$ cat src/rtl/ssnd_pkg.sv
// ----------------------------------------------------------------------------
// ssnd_pkg: shared types and constants of the seven-segment number display
// operation codes, controller states, command and status bundles, helpers
// ----------------------------------------------------------------------------
package ssnd_pkg;

  // field widths fixed by the word format
  localparam int unsigned OP_W     = 2;
  localparam int unsigned POS_W    = 3;
  localparam int unsigned LEN_W    = 4;
  localparam int unsigned SEG_W    = 8;
  localparam int unsigned NUM_W    = 16;
  localparam int unsigned CNT_W    = 4;
  localparam int unsigned CFG_A_W  = 2;
  localparam int unsigned CFG_D_W  = 64;
  localparam int unsigned IN_DW    = 32;
  localparam int unsigned OUT_DW   = 16;
  localparam int unsigned DTAB_W   = 80;

  // divide by ten through a reciprocal, exact for every 16-bit magnitude
  localparam logic [15:0] DIV10_MULT  = 16'd52429;
  localparam int unsigned DIV10_SHIFT = 19;
  localparam int unsigned QUOT_W      = 13;
  localparam logic [3:0]  DEC_RADIX   = 4'd10;

  typedef enum logic [OP_W-1:0] {
    OP_SET_PATTERN = 2'd0,
    OP_SET_INT     = 2'd1,
    OP_CLEAR       = 2'd2,
    OP_DISPLAY     = 2'd3
  } op_t;

  typedef enum logic [CFG_A_W-1:0] {
    CFG_DIGITS_LOW  = 2'd0,
    CFG_DIGITS_HIGH = 2'd1,
    CFG_MINUS       = 2'd2,
    CFG_EMPTY       = 2'd3
  } cfg_idx_t;

  typedef enum logic [2:0] {
    ST_IDLE,
    ST_EXEC,
    ST_DIGIT,
    ST_SIGN,
    ST_STATUS,
    ST_SHIFT
  } state_t;

  // controller to datapath
  typedef struct packed {
    logic latch;
    logic exec;
    logic digit_step;
    logic sign_write;
    logic emit_status;
    logic emit_shift;
  } cmd_t;

  // datapath to controller
  typedef struct packed {
    op_t  op;
    logic window_ok;
    logic digit_more;
    logic neg;
    logic shift_last;
    logic out_free;
  } sts_t;

  // segment pattern of one decimal digit, digit 0 for codes above nine
  function automatic logic [SEG_W-1:0] digit_pattern(input logic [DTAB_W-1:0] tab,
                                                     input logic [3:0] d);
    logic [6:0] base;
    base = {d, 3'b000};
    if (d < DEC_RADIX) begin
      digit_pattern = tab[base +: SEG_W];
    end else begin
      digit_pattern = tab[SEG_W-1:0];
    end
  endfunction

endpackage

$ cat src/rtl/ssnd_ctrl.sv
// ----------------------------------------------------------------------------
// ssnd_ctrl: operation sequencer
// walks one item through execute, digit loop, sign, status or shift-out
// ----------------------------------------------------------------------------
module ssnd_ctrl (
  input  logic            clk,
  input  logic            rst_n,
  input  logic            in_tvalid,
  output logic            in_tready,
  input  ssnd_pkg::sts_t  sts,
  output ssnd_pkg::cmd_t  cmd
);

  ssnd_pkg::state_t state_r, state_nxt;

  always_ff @(posedge clk) begin
    if (!rst_n) begin
      state_r <= ssnd_pkg::ST_IDLE;
    end else begin
      state_r <= state_nxt;
    end
  end

  always_comb begin
    state_nxt = state_r;
    unique case (state_r)
      ssnd_pkg::ST_IDLE: begin
        if (in_tvalid) state_nxt = ssnd_pkg::ST_EXEC;
      end
      ssnd_pkg::ST_EXEC: begin
        unique case (sts.op)
          ssnd_pkg::OP_SET_PATTERN,
          ssnd_pkg::OP_CLEAR:   state_nxt = ssnd_pkg::ST_STATUS;
          ssnd_pkg::OP_SET_INT: state_nxt = sts.window_ok ? ssnd_pkg::ST_DIGIT
                                                          : ssnd_pkg::ST_STATUS;
          ssnd_pkg::OP_DISPLAY: state_nxt = ssnd_pkg::ST_SHIFT;
          default:              state_nxt = ssnd_pkg::ST_STATUS;
        endcase
      end
      ssnd_pkg::ST_DIGIT: begin
        if (!sts.digit_more) begin
          state_nxt = sts.neg ? ssnd_pkg::ST_SIGN : ssnd_pkg::ST_STATUS;
        end
      end
      ssnd_pkg::ST_SIGN: begin
        state_nxt = ssnd_pkg::ST_STATUS;
      end
      ssnd_pkg::ST_STATUS: begin
        if (sts.out_free) state_nxt = ssnd_pkg::ST_IDLE;
      end
      ssnd_pkg::ST_SHIFT: begin
        if (sts.out_free && sts.shift_last) state_nxt = ssnd_pkg::ST_IDLE;
      end
      default: state_nxt = ssnd_pkg::ST_IDLE;
    endcase
  end

  always_comb begin
    in_tready = 1'b0;
    cmd       = '0;
    unique case (state_r)
      ssnd_pkg::ST_IDLE: begin
        in_tready = 1'b1;
        cmd.latch = in_tvalid;
      end
      ssnd_pkg::ST_EXEC:   cmd.exec        = 1'b1;
      ssnd_pkg::ST_DIGIT:  cmd.digit_step  = sts.digit_more;
      ssnd_pkg::ST_SIGN:   cmd.sign_write  = 1'b1;
      ssnd_pkg::ST_STATUS: cmd.emit_status = sts.out_free;
      ssnd_pkg::ST_SHIFT:  cmd.emit_shift  = sts.out_free;
      default: begin
        in_tready = 1'b0;
      end
    endcase
  end

endmodule

$ cat src/rtl/ssnd_datapath.sv
// ----------------------------------------------------------------------------
// ssnd_datapath: digit buffer, pattern registers, divide-by-ten unit
// and the output word register
// ----------------------------------------------------------------------------
module ssnd_datapath #(
  parameter int unsigned NUM_DIGITS = 8
) (
  input  logic                          clk,
  input  logic                          rst_n,
  // configuration writes
  input  logic                          cfg_we,
  input  logic [ssnd_pkg::CFG_A_W-1:0]  cfg_addr,
  input  logic [ssnd_pkg::CFG_D_W-1:0]  cfg_wdata,
  // item fields
  input  logic [ssnd_pkg::OP_W-1:0]     op_in,
  input  logic [ssnd_pkg::POS_W-1:0]    pos_in,
  input  logic [ssnd_pkg::LEN_W-1:0]    len_in,
  input  logic [ssnd_pkg::SEG_W-1:0]    raw_in,
  input  logic [ssnd_pkg::NUM_W-1:0]    number_in,
  // controller link
  input  ssnd_pkg::cmd_t                cmd,
  output ssnd_pkg::sts_t                sts,
  // result word
  output logic                          out_valid,
  input  logic                          out_ready,
  output logic                          out_ok,
  output logic [ssnd_pkg::SEG_W-1:0]    out_seg,
  output logic                          out_shift,
  output logic                          out_last
);

  localparam int unsigned IW = (NUM_DIGITS > 1) ? $clog2(NUM_DIGITS) : 1;
  localparam logic [IW-1:0] LAST_IDX = IW'(NUM_DIGITS - 1);
  localparam logic [ssnd_pkg::POS_W+1:0] NUM_DIGITS_W = (ssnd_pkg::POS_W+2)'(NUM_DIGITS);

  // pattern registers
  logic [ssnd_pkg::CFG_D_W-1:0] dig_low_r;
  logic [15:0]                  dig_high_r;
  logic [ssnd_pkg::SEG_W-1:0]   minus_r;
  logic [ssnd_pkg::SEG_W-1:0]   empty_r;

  always_ff @(posedge clk) begin
    if (!rst_n) begin
      dig_low_r  <= '0;
      dig_high_r <= '0;
      minus_r    <= '0;
      empty_r    <= '0;
    end else if (cfg_we) begin
      unique case (ssnd_pkg::cfg_idx_t'(cfg_addr))
        ssnd_pkg::CFG_DIGITS_LOW:  dig_low_r  <= cfg_wdata;
        ssnd_pkg::CFG_DIGITS_HIGH: dig_high_r <= cfg_wdata[15:0];
        ssnd_pkg::CFG_MINUS:       minus_r    <= cfg_wdata[ssnd_pkg::SEG_W-1:0];
        ssnd_pkg::CFG_EMPTY:       empty_r    <= cfg_wdata[ssnd_pkg::SEG_W-1:0];
        default: ;
      endcase
    end
  end

  // latched item
  ssnd_pkg::op_t                op_r;
  logic [ssnd_pkg::POS_W-1:0]   pos_r;
  logic [ssnd_pkg::SEG_W-1:0]   raw_r;
  logic                         neg_r;
  logic [ssnd_pkg::NUM_W-1:0]   mag_r;
  logic [ssnd_pkg::CNT_W-1:0]   limit_r;
  logic [ssnd_pkg::CNT_W-1:0]   ct_r;
  logic [ssnd_pkg::POS_W-1:0]   ptr_r;
  logic                         win_ok_r;
  logic                         ok_r;
  logic [IW-1:0]                idx_r;

  logic                         neg_in;
  logic [ssnd_pkg::NUM_W-1:0]   mag_in;
  logic [ssnd_pkg::POS_W+1:0]   win_end;

  assign neg_in  = number_in[ssnd_pkg::NUM_W-1];
  // -32768 maps onto 0x8000, its true magnitude
  assign mag_in  = neg_in ? (~number_in + 16'd1) : number_in;
  assign win_end = (ssnd_pkg::POS_W+2)'(pos_in) + (ssnd_pkg::POS_W+2)'(len_in);

  // divide by ten: reciprocal multiply, remainder by shift-add back
  logic [31:0]                  prod;
  logic [ssnd_pkg::QUOT_W-1:0]  quot;
  logic [ssnd_pkg::NUM_W-1:0]   quot10;
  logic [ssnd_pkg::NUM_W-1:0]   rem_full;
  logic [3:0]                   rem;
  logic                         digit_more;

  assign prod     = mag_r * ssnd_pkg::DIV10_MULT;
  assign quot     = prod[ssnd_pkg::DIV10_SHIFT +: ssnd_pkg::QUOT_W];
  assign quot10   = (ssnd_pkg::NUM_W'(quot) << 3) + (ssnd_pkg::NUM_W'(quot) << 1);
  assign rem_full = mag_r - quot10;
  assign rem      = rem_full[3:0];
  // a zero magnitude still writes one digit
  assign digit_more = ((mag_r != '0) || (ct_r == '0)) && (ct_r < limit_r);

  always_ff @(posedge clk) begin
    if (cmd.latch) begin
      op_r     <= ssnd_pkg::op_t'(op_in);
      pos_r    <= pos_in;
      raw_r    <= raw_in;
      neg_r    <= neg_in;
      mag_r    <= mag_in;
      limit_r  <= len_in - ssnd_pkg::CNT_W'(neg_in);
      ct_r     <= '0;
      ptr_r    <= ssnd_pkg::POS_W'(win_end - 5'd1);
      win_ok_r <= (len_in != '0) && (win_end <= NUM_DIGITS_W);
      idx_r    <= '0;
    end else begin
      if (cmd.digit_step) begin
        mag_r <= ssnd_pkg::NUM_W'(quot);
        ct_r  <= ct_r + 4'd1;
        ptr_r <= ptr_r - 3'd1;
      end
      if (cmd.emit_shift) begin
        idx_r <= idx_r + IW'(1);
      end
    end
  end

  logic pos_ok;
  assign pos_ok = ((ssnd_pkg::POS_W+2)'(pos_r) < NUM_DIGITS_W);

  always_ff @(posedge clk) begin
    if (cmd.exec) begin
      unique case (op_r)
        ssnd_pkg::OP_SET_PATTERN: ok_r <= pos_ok;
        ssnd_pkg::OP_SET_INT:     ok_r <= win_ok_r;
        ssnd_pkg::OP_CLEAR,
        ssnd_pkg::OP_DISPLAY:     ok_r <= 1'b1;
        default:                  ok_r <= 1'b1;
      endcase
    end
  end

  // digit buffer
  logic [ssnd_pkg::SEG_W-1:0] buf_r [NUM_DIGITS];
  logic                       wr_en;
  logic [IW-1:0]              wr_addr;
  logic [ssnd_pkg::SEG_W-1:0] wr_data;
  logic                       clr;
  logic [79:0]                dig_tab;

  assign dig_tab = {dig_high_r, dig_low_r};
  assign clr     = cmd.exec && (op_r == ssnd_pkg::OP_CLEAR);

  always_comb begin
    wr_en   = 1'b0;
    wr_addr = ptr_r[IW-1:0];
    wr_data = minus_r;
    priority if (cmd.exec && (op_r == ssnd_pkg::OP_SET_PATTERN)) begin
      wr_en   = pos_ok;
      wr_addr = pos_r[IW-1:0];
      wr_data = raw_r;
    end else if (cmd.digit_step) begin
      wr_en   = 1'b1;
      wr_data = ssnd_pkg::digit_pattern(dig_tab, rem);
    end else if (cmd.sign_write) begin
      wr_en   = 1'b1;
    end
  end

  always_ff @(posedge clk) begin
    if (!rst_n) begin
      for (int i = 0; i < NUM_DIGITS; i++) buf_r[i] <= '0;
    end else if (clr) begin
      for (int i = 0; i < NUM_DIGITS; i++) buf_r[i] <= empty_r;
    end else if (wr_en) begin
      buf_r[wr_addr] <= wr_data;
    end
  end

  // output word register
  logic                       out_valid_r;
  logic                       out_ok_r;
  logic [ssnd_pkg::SEG_W-1:0] out_seg_r;
  logic                       out_shift_r;
  logic                       out_last_r;
  logic                       out_free;
  logic                       load;

  assign out_free = !out_valid_r || out_ready;
  assign load     = cmd.emit_status || cmd.emit_shift;

  always_ff @(posedge clk) begin
    if (!rst_n) begin
      out_valid_r <= 1'b0;
    end else if (load) begin
      out_valid_r <= 1'b1;
    end else if (out_ready) begin
      out_valid_r <= 1'b0;
    end
  end

  always_ff @(posedge clk) begin
    if (load) begin
      out_ok_r    <= cmd.emit_shift ? 1'b1 : ok_r;
      out_seg_r   <= cmd.emit_shift ? buf_r[idx_r] : '0;
      out_shift_r <= cmd.emit_shift;
      out_last_r  <= cmd.emit_shift ? (idx_r == LAST_IDX) : 1'b1;
    end
  end

  assign out_valid = out_valid_r;
  assign out_ok    = out_ok_r;
  assign out_seg   = out_seg_r;
  assign out_shift = out_shift_r;
  assign out_last  = out_last_r;

  assign sts.op         = op_r;
  assign sts.window_ok  = win_ok_r;
  assign sts.digit_more = digit_more;
  assign sts.neg        = neg_r;
  assign sts.shift_last = (idx_r == LAST_IDX);
  assign sts.out_free   = out_free;

endmodule

$ cat src/rtl/seven_segment_number_display.sv
// ----------------------------------------------------------------------------
// seven_segment_number_display: segment buffer with decimal formatting
// sequence: set pattern, clear and a rejected set integer pass execute, then emit
//   their status word; set integer writes one decimal digit per pass through the
//   shared divide-by-ten unit, then the minus sign when negative, then its status word
// display: NUM_DIGITS (8) words on consecutive cycles while the receiver is ready
// acceptance: one item at a time, the next taken only once its last word is loaded
// reset: rst_n synchronous active low, clears buffer, pattern registers, words
// ----------------------------------------------------------------------------
module seven_segment_number_display #(
  parameter int unsigned NUM_DIGITS = 8
) (
  input  logic                          clk,
  input  logic                          rst_n,
  // configuration write port
  input  logic                          cfg_we,
  input  logic [ssnd_pkg::CFG_A_W-1:0]  cfg_addr,
  input  logic [ssnd_pkg::CFG_D_W-1:0]  cfg_wdata,
  // input words
  input  logic                          in_tvalid,
  output logic                          in_tready,
  // position[2:0], window_length[6:3], raw_pattern[14:7], number[30:15], zero[31]
  input  logic [ssnd_pkg::IN_DW-1:0]    in_tdata,
  // operation[1:0]
  input  logic [ssnd_pkg::OP_W-1:0]     in_tuser,
  // result words
  output logic                          out_tvalid,
  input  logic                          out_tready,
  // ok[0], segment_byte[8:1], zero[15:9]
  output logic [ssnd_pkg::OUT_DW-1:0]   out_tdata,
  // is_shift_byte[0]
  output logic                          out_tuser,
  output logic                          out_tlast
);

  ssnd_pkg::cmd_t cmd;
  ssnd_pkg::sts_t sts;

  logic                       out_ok;
  logic [ssnd_pkg::SEG_W-1:0] out_seg;

  // sequencer: one item at a time, ready only while idle
  ssnd_ctrl u_ctrl (
    .clk       (clk),
    .rst_n     (rst_n),
    .in_tvalid (in_tvalid),
    .in_tready (in_tready),
    .sts       (sts),
    .cmd       (cmd)
  );

  // buffer, divider and output register; fields unpacked from the input word
  ssnd_datapath #(
    .NUM_DIGITS (NUM_DIGITS)
  ) u_dp (
    .clk        (clk),
    .rst_n      (rst_n),
    .cfg_we     (cfg_we),
    .cfg_addr   (cfg_addr),
    .cfg_wdata  (cfg_wdata),
    .op_in      (in_tuser),
    .pos_in     (in_tdata[2:0]),
    .len_in     (in_tdata[6:3]),
    .raw_in     (in_tdata[14:7]),
    .number_in  (in_tdata[30:15]),
    .cmd        (cmd),
    .sts        (sts),
    .out_valid  (out_tvalid),
    .out_ready  (out_tready),
    .out_ok     (out_ok),
    .out_seg    (out_seg),
    .out_shift  (out_tuser),
    .out_last   (out_tlast)
  );

  // pack result word, upper bits zero
  assign out_tdata = {7'b0, out_seg, out_ok};

endmodule

$ cat config.mk
export PLATFORM = sky130hd
export DESIGN_NAME = seven_segment_number_display
export DESIGN_NICKNAME = d
export VERILOG_FILES = /design/src/rtl/ssnd_pkg.sv /design/src/rtl/ssnd_ctrl.sv /design/src/rtl/ssnd_datapath.sv /design/src/rtl/seven_segment_number_display.sv
export SDC_FILE = /design/constraint.sdc
export NUM_CORES = 1
export LEC_CHECK = 0
export ABC_AREA = 1
export BUFFER_PORTS_ARGS = -buffer_cell sky130_fd_sc_hd__buf_4
export CORE_UTILIZATION = 40
export CTS_CLUSTER_SIZE = 10
export DETAILED_ROUTE_END_ITERATION = 7
export PLACE_DENSITY = 0.6
export SLEW_MARGIN = 20
export SYNTH_ARGS = -nofsm -noshare
export SYNTH_HDL_FRONTEND = slang
export SYNTH_SLANG_ARGS = --single-unit
$ cat constraint.sdc
create_clock -name clk -period 8.39 [get_ports clk]
set_input_delay 0.4195 -clock clk [delete_from_list [all_inputs] [get_ports clk]]
set_output_delay 0.4195 -clock clk [all_outputs]
set_load 0.02 [all_outputs]
==> impl_metrics.yaml <==
placed_design:
  hpwl_um: 32100
  portBuffers: 116
  place_inst: 2470
  gp_routability_congestion: 0.939
  post-place-ws_ns: 0.582
critical_path:
  cp_slowest_cell: "fa_1"
  end_kind: "register"
  r2r_setup_slack_ns: 0.75
  critPathLaunchType: "register"
  cp.required_ns: 8.69
  setup.worst_path.class: "register to register"
  slowest_delay_ns: 0.55
  crit_top_cell: "inv_1"
  crit_arrival_ns: 7.94
  crit_fanout: 20
global_route:
  grtUsageTotal_pct: 21.4
  antenna_found_initial: 0
  grt_max_degree: 104
  grt_pass1_wl_um: 66600
  grt.overflow.total: 0
  grt_pass1_vias: 12601
route:
  dr.pass1.iters: 5
  drc: 0
  first_iter_violations: 790
  dr_total_vias: 12679
  vias_per_cell: 5.04
  finalWirelength_um: 41200
  ant_nets: 0
  wire_per_inst_um: 16.4
sta:
  grt_setup_unrepaired: "false"
  setup_ws_ns: 0.754
  skew_ns: 0.0217
  fmax_mhz: 131
  period_share_pct: 91.0
  setup_viol: 0
  period_needed_ns: 7.64
  worstMarginPinSlew_ns: 0.925
  drv_slew: 0
  hold_viol_final: 0
  maxSlewHeadroom_pct: 38.3
  finalSetupTns_ns: 0
clocking:
  clock_latency_ns: 0.54
  cts_tree: "done"
  cts_root_buffer: "clkbuf_16"
  cts.sinks: 221
  cts_buffers: 26
  cts.reportedPaths.clkPinSlew_ns: 0.06
  htreeDepth: 1
  postCtsSetupBuffers: 0
  clock_tree.buffer_depth: 3
final_layout:
  final_nets: 2328
  syn_to_final_growth_pct: 13.2
  multi_input_area_mm2: 0.00875
  seqCellArea_mm2: 0.00557
  fin_cells: 2516
  antenna_cells: 0
  drive_gt1_share_pct: 10.2
  n_fill_cell: 3809
floorplan:
  die_y_um: 199
  core_mm2: 0.0380
  die_w_um: 199
  start_util_pct: 41.0
  rows: 71
  dieArea_mm2: 0.0398
  ios: 125
synth:
  seq_area_frac_synth_pct: 35.7
  synth_async_sr_flop_share_pct: 0
  yosysUniqueCellTypes: 48
  ys_ff_latch: 221
  yosysWarnings: 0
  synth_area_per_cell_um2: 8.21
  ys.flop_type: "edfxtp_1"
  synth_area_mm2: 0.0156
  synth_cells: 1899
  synth-edff-count: 114
run:
  maxCapViolCount: 0
run_status:
  status: "finished clean"
worst_hold_path:
  min-delay-path-class: "input pin to register"
routing by layer:
metal / global-route usage (%) / share of wire (%)
met5: 0 / 0
met4: 5.26 / 2.1
met3: 3.19 / 5.7
met2: 35.4 / 47
met1: 29.3 / 46
state kept, by name, summed over array words and instances (netlist names), 2 cells and up:
| name | flops |
|---|---|
| u_dp.out_seg | 8 |
| u_dp.empty_r | 8 |
| u_dp.raw_r | 8 |
| u_dp.buf_r | 64 |
| u_ctrl.state_r | 3 |
| u_dp.idx_r | 3 |
| u_dp.dig_low_r | 64 |
| u_dp.pos_r | 3 |
| u_dp.op_r | 2 |
| u_dp.ptr_r | 3 |
| u_dp.dig_high_r | 16 |
| u_dp.mag_r | 16 |
| u_dp.minus_r | 8 |
| u_dp.limit_r | 4 |
| u_dp.ct_r | 4 |
final cells by class:
class	count	area share (%)
flip-flops and latches	221	31.5
multi-input cells	1346	49.6
clock buffers	45	4.21
inverters	269	5.73
clock inverters	1	0.0922
well taps	511	3.62
repair buffers	123	5.23
logic make-up after synthesis:
group / count (synthesis) / share of synthesized area (%)
buffers and inverters: 338 / 8.42
xor gates and xnor gates: 22 / 1.24
and+or+nand+nor: 738 / 19.7
adders and majority gates: 236 / 22.8
DFF: 221 / 35.7
AOI/OAI and AO/OA: 340 / 11.9
muxes: 3 / 0.193
other: 1 / 0.0241
synthesized netlist by cell type (all sizes together), types with 2 or more instances:
cell,n,share of area [%]
nand2,316,8.0
nor2,310,7.6
inv,265,6.4
o21ai,215,7.0
ha,155,12
edfxtp,114,22
dfxtp,107,14
fa,81,10
nand3,74,2.6
a21oi,70,2.3
clkbuf,56,1.3
nor3,19,0.68
o22ai,16,0.64
xor2,15,0.84
buf,13,0.59
a31oi,11,0.44
o221ai,9,0.51
or2,7,0.28
xnor2,7,0.39
nand4,6,0.24
a21o,5,0.24
clkinv,4,0.096
mux2i,3,0.19
nand3b,3,0.14
nor3b,3,0.18
o21a,3,0.14
o31ai,3,0.14
a32o,2,0.13
o211ai,2,0.096
layout by cell type (no fill, tap or decap), types with 4 or more instances in the layout:
| cell type | count |
|---|---|
| nand2_1 | 300 |
| o221ai_1 | 9 |
| nor2_2 | 8 |
| a21o_1 | 5 |
| o22ai_1 | 16 |
| nand2_2 | 12 |
| inv_2 | 4 |
| nand4_1 | 6 |
| xor2_1 | 15 |
| a21oi_1 | 67 |
| a31oi_1 | 11 |
| clkbuf_16 | 27 |
| o21ai_0 | 204 |
| nor2_1 | 301 |
| dfxtp_1 | 107 |
| conb_1 | 7 |
| inv_1 | 260 |
| fa_1 | 81 |
| ha_1 | 155 |
| edfxtp_1 | 114 |
| nand3_2 | 6 |
| buf_4 | 123 |
| clkbuf_1 | 18 |
| clkinv_1 | 4 |
| nand3_1 | 67 |
| nor3_1 | 17 |
| or2_2 | 7 |
| nand2_4 | 4 |
| o21ai_1 | 8 |
| xnor2_1 | 7 |
worst paths after layout:
kind	startpoint	endpoint	depth (start not counted)
worst max-delay path	u_dp.mag_r[2]	u_dp.buf_r[7][6]	31
worst min register to register	u_dp.empty_r[4]	u_dp.empty_r[4]	2
worst min-delay path	in_tdata[11]	u_dp.raw_r[4]	1
worst max register to register	u_dp.mag_r[2]	u_dp.buf_r[7][6]	31
per-stage QoR:
stage	hold WS, ns	util, %	cell area, um2
5_1_grt	0.0324	46.4	17700
4_1_cts	0.0372	46.4	17600
3_3_place_gp	0.454	44.4	16900
2_1_floorplan	0.441	-	15600
6_report	0.0537	46.4	17700
3_5_place_dp	0.456	44.4	16900
what timing repair did:
| item | 4_1_cts | 5_1_grt |
|---|---|---|
| setup endpoints to repair | 0 | 16 |
| hold buffers | 0 | 0 |
| gates resized for setup | 0 | 1 |
worst max-delay path: cells and delay by family (launching register included):
family	cells	cell delay, ns
fa+ha+maj	8	3.89
buf+inv	9	1.14
flops	1	0.51
simple gates	14	1.83
Power is not shown: default switching activity piles up to over one toggle a cycle in this logic, so the estimate is an artifact.
